<file path="config.mk">
export PLATFORM = sky130hd
export DESIGN_NAME = filter_and_rank_channels
export DESIGN_NICKNAME = d
export VERILOG_FILES = /design/src/hdl/frc_pkg.sv /design/src/hdl/frc_filter.sv /design/src/hdl/filter_and_rank_channels.sv
export SDC_FILE = /design/constraint.sdc
export NUM_CORES = 1
export LEC_CHECK = 0
export BUFFER_PORTS_ARGS = -buffer_cell sky130_fd_sc_hd__clkbuf_2
export CORE_MARGIN = 5
export CORE_UTILIZATION = 35
export DETAILED_ROUTE_END_ITERATION = 10
export GPL_TIMING_DRIVEN = 0
export PLACE_DENSITY = 0.5
export SYNTH_ARGS = -nofsm -noshare
export SYNTH_HDL_FRONTEND = slang
export SYNTH_HIERARCHICAL = 1
export SYNTH_SLANG_ARGS = --single-unit
export TNS_END_PERCENT = 10
</file>
<file path="constraint.sdc">
create_clock -name i_clk -period 15.53 [get_ports i_clk]
set_clock_uncertainty 0.15 [all_clocks]
set_input_delay 2.3295 -clock i_clk [delete_from_list [all_inputs] [get_ports i_clk]]
set_output_delay 2.3295 -clock i_clk [all_outputs]
set_load 0.02 [all_outputs]
</file>
<file path="src/hdl/frc_pkg.sv">
// Shared constants for the channel level filter and ranker.
`default_nettype none
package frc_pkg;
    localparam int SAMPLE_IN_W       = 12;
    localparam int CHANNEL_W         = 3;
    localparam int WEIGHT_W          = 9;
    localparam int FRAC_W            = 8;
    localparam int LEVEL_OUT_W       = 20;
    localparam int IN_TDATA_W        = 16;
    localparam int IN_TUSER_W        = CHANNEL_W;
    localparam int OUT_TDATA_W       = 72;
    localparam int CHANNEL_COUNT_DEF = 5;
    localparam int SAMPLE_WIDTH_DEF  = 12;
    localparam logic [WEIGHT_W-1:0] WEIGHT_ONE   = 9'd256;
    localparam logic [WEIGHT_W-1:0] WEIGHT_RESET = 9'd64;
endpackage
`default_nettype wire

</file>
<file path="src/hdl/frc_filter.sv">
// First-order low-pass update of one channel level in fixed point.
`default_nettype none
module frc_filter #(
    parameter int SAMPLE_WIDTH = frc_pkg::SAMPLE_WIDTH_DEF,
    parameter int LVL_W        = SAMPLE_WIDTH + frc_pkg::FRAC_W
) (
    input  wire logic [LVL_W-1:0]                i_old,
    input  wire logic [frc_pkg::SAMPLE_IN_W-1:0] i_sample,
    input  wire logic [frc_pkg::WEIGHT_W-1:0]    i_weight,
    output logic      [LVL_W-1:0]                o_new,
    output logic      [LVL_W-1:0]                o_target
);
    import frc_pkg::*;

    localparam int EXT_W  = (SAMPLE_IN_W > SAMPLE_WIDTH) ? SAMPLE_IN_W : SAMPLE_WIDTH;
    localparam int PROD_W = LVL_W + WEIGHT_W + 2;

    logic [EXT_W-1:0]          w_sample_ext;
    logic [WEIGHT_W-1:0]       w_weight;
    logic signed [LVL_W:0]     w_diff;
    logic signed [PROD_W-1:0]  w_prod;
    logic signed [PROD_W-1:0]  w_step;

    assign w_sample_ext = EXT_W'(i_sample);
    assign o_target     = {w_sample_ext[SAMPLE_WIDTH-1:0], {FRAC_W{1'b0}}};
    assign w_weight     = (i_weight > WEIGHT_ONE) ? WEIGHT_ONE : i_weight;

    // old*(1-w) + target*w equals old + w*(target-old); the floor shift keeps rounding.
    assign w_diff = $signed({1'b0, o_target}) - $signed({1'b0, i_old});
    assign w_prod = PROD_W'(w_diff) * PROD_W'($signed({1'b0, w_weight}));
    assign w_step = (w_prod + PROD_W'(signed'(1 << (FRAC_W - 1)))) >>> FRAC_W;
    assign o_new  = i_old + w_step[LVL_W-1:0];
endmodule
`default_nettype wire

</file>
<file path="src/hdl/filter_and_rank_channels.sv">
// Channel level filter and ranker: smooths each channel and ranks levels per scan.
// A result is registered after the transaction of the last channel.
// One input transaction per cycle unless the last of a scan waits on the output;
// the filter multiply and the ranking compare sit in one stage between the input
// register and the result register. Reset clears the level store, the ranking
// state and both valid flags; it sets the smoothing weight to 64 and is then ready.
`default_nettype none
module filter_and_rank_channels #(
    parameter int CHANNEL_COUNT = frc_pkg::CHANNEL_COUNT_DEF,
    parameter int SAMPLE_WIDTH  = frc_pkg::SAMPLE_WIDTH_DEF
) (
    input  wire logic                             i_clk,
    input  wire logic                             i_rst_n,
    input  wire logic                             i_cfg_valid,
    output logic                                  o_cfg_ready,
    input  wire logic [frc_pkg::WEIGHT_W-1:0]     i_cfg_data,
    input  wire logic                             s_axis_tvalid,
    output logic                                  s_axis_tready,
    // sample [11:0], zero [15:12]
    input  wire logic [frc_pkg::IN_TDATA_W-1:0]   s_axis_tdata,
    input  wire logic                             s_axis_tlast,
    // channel [2:0]
    input  wire logic [frc_pkg::IN_TUSER_W-1:0]   s_axis_tuser,
    output logic                                  m_axis_tvalid,
    input  wire logic                             m_axis_tready,
    // top_channel [2:0], runner_up_channel [5:3], top_level [25:6],
    // runner_up_level [45:26], bottom_level [65:46], zero [71:66]
    output logic      [frc_pkg::OUT_TDATA_W-1:0]  m_axis_tdata
);
    import frc_pkg::*;

    localparam int LVL_W = SAMPLE_WIDTH + FRAC_W;
    localparam int IDX_W = $clog2(CHANNEL_COUNT);
    localparam int OUT_W = (LVL_W > LEVEL_OUT_W) ? LVL_W : LEVEL_OUT_W;

    logic [WEIGHT_W-1:0]    r_weight;
    logic                   r_in_valid;
    logic [SAMPLE_IN_W-1:0] r_in_sample;
    logic [CHANNEL_W-1:0]   r_in_channel;
    logic                   r_in_last;
    logic [LVL_W-1:0]       r_levels [CHANNEL_COUNT];
    logic [LVL_W-1:0]       r_best_lvl, r_second_lvl, r_least_lvl;
    logic [CHANNEL_W-1:0]   r_best_idx, r_second_idx;
    logic                   r_out_valid;
    logic [OUT_TDATA_W-1:0] r_out_data;

    logic [LVL_W-1:0]       n_best_lvl, n_second_lvl, n_least_lvl;
    logic [CHANNEL_W-1:0]   n_best_idx, n_second_idx;
    logic [OUT_TDATA_W-1:0] n_out_data;

    logic                   w_in_range;
    logic [IDX_W-1:0]       w_idx;
    logic [LVL_W-1:0]       w_old;
    logic [LVL_W-1:0]       w_new;
    logic [LVL_W-1:0]       w_target;
    logic                   w_out_free;
    logic                   w_advance;
    logic                   w_emit;
    logic [OUT_W-1:0]       w_best_ext, w_second_ext, w_least_ext;

    assign o_cfg_ready = 1'b1;

    assign w_in_range = {1'b0, r_in_channel} < (CHANNEL_W + 1)'(CHANNEL_COUNT);
    assign w_idx      = r_in_channel[IDX_W-1:0];
    assign w_old      = w_in_range ? r_levels[w_idx] : '0;

    frc_filter #(
        .SAMPLE_WIDTH (SAMPLE_WIDTH),
        .LVL_W        (LVL_W)
    ) u_filter (
        .i_old    (w_old),
        .i_sample (r_in_sample),
        .i_weight (r_weight),
        .o_new    (w_new),
        .o_target (w_target)
    );

    assign w_out_free    = !r_out_valid || m_axis_tready;
    assign w_advance     = r_in_valid && (!(w_in_range && r_in_last) || w_out_free);
    assign w_emit        = w_advance && w_in_range && r_in_last;
    assign s_axis_tready = !r_in_valid || w_advance;
    assign m_axis_tvalid = r_out_valid;
    assign m_axis_tdata  = r_out_data;

    always_comb begin
        n_best_lvl   = r_best_lvl;
        n_second_lvl = r_second_lvl;
        n_least_lvl  = r_least_lvl;
        n_best_idx   = r_best_idx;
        n_second_idx = r_second_idx;
        if (r_in_channel == '0) begin
            n_best_lvl   = w_new;
            n_second_lvl = w_new;
            n_least_lvl  = w_new;
            n_best_idx   = '0;
            n_second_idx = '0;
        end else begin
            if (w_new > r_best_lvl) begin
                n_second_lvl = r_best_lvl;
                n_second_idx = r_best_idx;
                n_best_lvl   = w_new;
                n_best_idx   = r_in_channel;
            end else if ((r_in_channel == CHANNEL_W'(1)) || (w_new > r_second_lvl)) begin
                // Channel one always takes the second place when it does not lead.
                n_second_lvl = w_new;
                n_second_idx = r_in_channel;
            end
            if (w_new < r_least_lvl) begin
                n_least_lvl = w_new;
            end
        end
    end

    assign w_best_ext   = OUT_W'(n_best_lvl);
    assign w_second_ext = OUT_W'(n_second_lvl);
    assign w_least_ext  = OUT_W'(n_least_lvl);

    always_comb begin
        n_out_data         = '0;
        n_out_data[2:0]    = n_best_idx;
        n_out_data[5:3]    = n_second_idx;
        n_out_data[25:6]   = w_best_ext[LEVEL_OUT_W-1:0];
        n_out_data[45:26]  = w_second_ext[LEVEL_OUT_W-1:0];
        n_out_data[65:46]  = w_least_ext[LEVEL_OUT_W-1:0];
    end

    always_ff @(posedge i_clk) begin
        if (!i_rst_n) begin
            r_weight <= WEIGHT_RESET;
        end else if (i_cfg_valid) begin
            r_weight <= i_cfg_data;
        end
    end

    always_ff @(posedge i_clk) begin
        if (!i_rst_n) begin
            r_in_valid <= 1'b0;
        end else if (s_axis_tvalid && s_axis_tready) begin
            r_in_valid <= 1'b1;
        end else if (w_advance) begin
            r_in_valid <= 1'b0;
        end
    end

    always_ff @(posedge i_clk) begin
        if (s_axis_tvalid && s_axis_tready) begin
            r_in_sample  <= s_axis_tdata[SAMPLE_IN_W-1:0];
            r_in_channel <= s_axis_tuser;
            r_in_last    <= s_axis_tlast;
        end
    end

    always_ff @(posedge i_clk) begin
        if (!i_rst_n) begin
            for (int i = 0; i < CHANNEL_COUNT; i++) begin
                r_levels[i] <= '0;
            end
            r_best_lvl   <= '0;
            r_second_lvl <= '0;
            r_least_lvl  <= '0;
            r_best_idx   <= '0;
            r_second_idx <= '0;
        end else if (w_advance && w_in_range) begin
            r_levels[w_idx] <= w_new;
            r_best_lvl      <= n_best_lvl;
            r_second_lvl    <= n_second_lvl;
            r_least_lvl     <= n_least_lvl;
            r_best_idx      <= n_best_idx;
            r_second_idx    <= n_second_idx;
        end
    end

    always_ff @(posedge i_clk) begin
        if (!i_rst_n) begin
            r_out_valid <= 1'b0;
        end else if (w_emit) begin
            r_out_valid <= 1'b1;
        end else if (m_axis_tready) begin
            r_out_valid <= 1'b0;
        end
    end

    always_ff @(posedge i_clk) begin
        if (w_emit) begin
            r_out_data <= n_out_data;
        end
    end

`ifndef SYNTHESIS
    a_rank_order: assert property (@(posedge i_clk) disable iff (!i_rst_n)
        (r_best_lvl >= r_second_lvl) && (r_least_lvl <= r_best_lvl))
        else $error("Ranking state out of order.");

    a_filter_bounded: assert property (@(posedge i_clk) disable iff (!i_rst_n)
        (w_advance && w_in_range) |->
            (((w_new >= w_old) && (w_new <= w_target)) ||
             ((w_new <= w_old) && (w_new >= w_target))))
        else $error("Filtered level left the span between old level and sample.");

    a_stall_holds: assert property (@(posedge i_clk) disable iff (!i_rst_n)
        (r_in_valid && !w_advance) |=> r_in_valid)
        else $error("Stalled input transaction was dropped.");

    a_result_follows: assert property (@(posedge i_clk) disable iff (!i_rst_n)
        w_emit |=> r_out_valid)
        else $error("Last channel of a scan gave no result.");
`endif
endmodule
`default_nettype wire

</file>
==> impl_results.md <==
- CP Depth: 44
- Final period util: a little over nine tenths
- Global-route usage over all layers: 18.3%
- Filler Cells Inserted: approximately 6500
- Slew @ Worst Pin: roughly 1.4 ns
- Initial antenna violation count: 1
- Crit path launch type: flop
- Clock sink total: 322
- Arrival time worst endpoint: between 10 and 15 ns
- Chip width: 267 um
- Max-slew violation count: 0
- Most frequent cells in the layout: 286 x inv_1, 242 x edfxtp_1, 203 x nand2_1
- Grt ovf: 0
- Peak Freq: just under 70 MHz
- Yosys synthesis warning count: 6
- Crit path largest cell delay: 1.01 ns
- Final setup violation count: 0
- Longest Clk Path Bufs: 3
- Crit path max fanout: 12
- IO Pins: 109
- Final Util: 40.3%
- Outcome: completed
- Kind of critical path: reg -> reg
- Worst hold path type: reg -> reg
- Clock-pin transition on the worst setup and hold timing paths: 0.06 ns
- Latest clock arrival within the worst-skew pair: roughly 0.57 ns
- Global-route wire length before repair: slightly above 100 mm
- # rows: 94
- Post-layout nets: 2773
- Tmin final: 14.57 ns
- Syn Inst Count: 2210
- Vias in the first global route: between 15000 and 20000
- Synth Cell Area: 23100 um2
- Hold Path Depth: 2
- Die Area: 71400 um2
- CTS tree: built
- Final ANT Viol Nets: 0
- Port Buffer Count: 96
- RePlAce Congestion: 0.935
- Drt pass-1 iters: 5
- # diodes: 0
- Maxcap violations: 0
- Vias per std cell: roughly 5.1
- Drt first-iter violations: a little over 800
- Total Wirelength: ~65 mm
- Area Overhead vs Synth: 14.2%
- Largest net degree at the start of global routing: between 60 and 70
- CP bufs+invs: 7
- CP Capture Type: flop
- Critical path's most frequent cell: fa_1
- Initial Utilization: between 30% and 40%
- H-tree depth: 2
- HPWL Detailed: about 51 mm
- R2R depth: 44
- DRC Markers: 0
- Delay-heaviest family, CP: compound AO/OA/AOI/OAI gates
- Slowest stage cell, crit path: xnor2_1
- Die Y-Extent: 267 um
- Avg Inst Size Synth: about 10 um2
- Required @ worst endpoint: ~16 ns
- Cts bufs inserted: 40
- Area of the core: 65600 um2
- Most common cell after layout, fill and taps aside: inv_1
- RSZ-0062 raised after global routing: no
- Clk root buf: clkbuf_16
- Max transition margin: about 5.3%
- Final Hold Vio Count: 0
- DR WL/cell: 19.7 um
- Share of cells above drive strength 1: about 11%
- Total number of vias: 17082
## worst min-delay path, cell delays in order (launching register included)
cell and delay [ns]:
dfxtp_1 0.31, nand2_1 0.05, mux2i_1 0.05
## registers in the layout, summed over array words and instances (netlist names), named ones only
name / flops
r_levels: 160
m_axis_tdata: 66
r_best_lvl: 20
r_least_lvl: 20
r_second_lvl: 20
r_in_sample: 12
r_weight: 9
r_best_idx: 3
r_in_channel: 3
r_second_idx: 3
m_axis_tvalid: 1
r_in_last: 1
r_in_valid: 1
## final timing paths
path                       start  slack (ns)                to
setup reg to reg            flop        0.96  m_axis_tdata[16]
hold reg to reg   r_least_lvl[4]        0.31    r_least_lvl[4]
setup / recovery            flop        0.96  m_axis_tdata[16]
hold / removal    r_least_lvl[4]        0.31    r_least_lvl[4]
## per-layer routing
layer	wire (um)	track usage, %	share of wire, %
met2	32300	32.3	50
met5	0	0	0
met4	2080	5.63	3.2
met3	3030	2.73	4.6
met1	27800	23.3	43
## metrics by stage
step	setup slack, ns	cells	setup TNS, ns	cell area [um2]	hold WS, ns
2_1_floorplan	3.69	2275	0	23400	0.285
3_3_place_gp	-0.0954	3235	-0.939	25000	0.297
3_5_place_dp	-0.0547	3242	-0.0547	25100	0.296
4_1_cts	0.177	3315	0	26400	0.312
5_1_grt	0.114	3317	0	26400	0.333
6_report	0.956	3317	0	26400	0.309
## layout make-up
class,count,area [um2],share of cell area (%)
multi-input combinational,1547,13000,49.3
sequential,322,8870,33.5
clock buffer,56,1120,4.25
tap,864,1080,4.09
inverter,286,1070,4.06
timing repair buffer,105,591,2.23
buffer,120,503,1.90
clock inverter,17,164,0.620
## what timing repair did
| action | 4_1_cts | 5_1_grt |
|---|---|---|
| setup endpoints to repair | 14 | 92 |
| hold buffers | 0 | 0 |
| resized for setup | 2 | 5 |
| setup buffers | 0 | 2 |
Power is left out: the tool's default activity adds up to more than one toggle a clock period on the data nets, which glitch-free logic cannot reach.
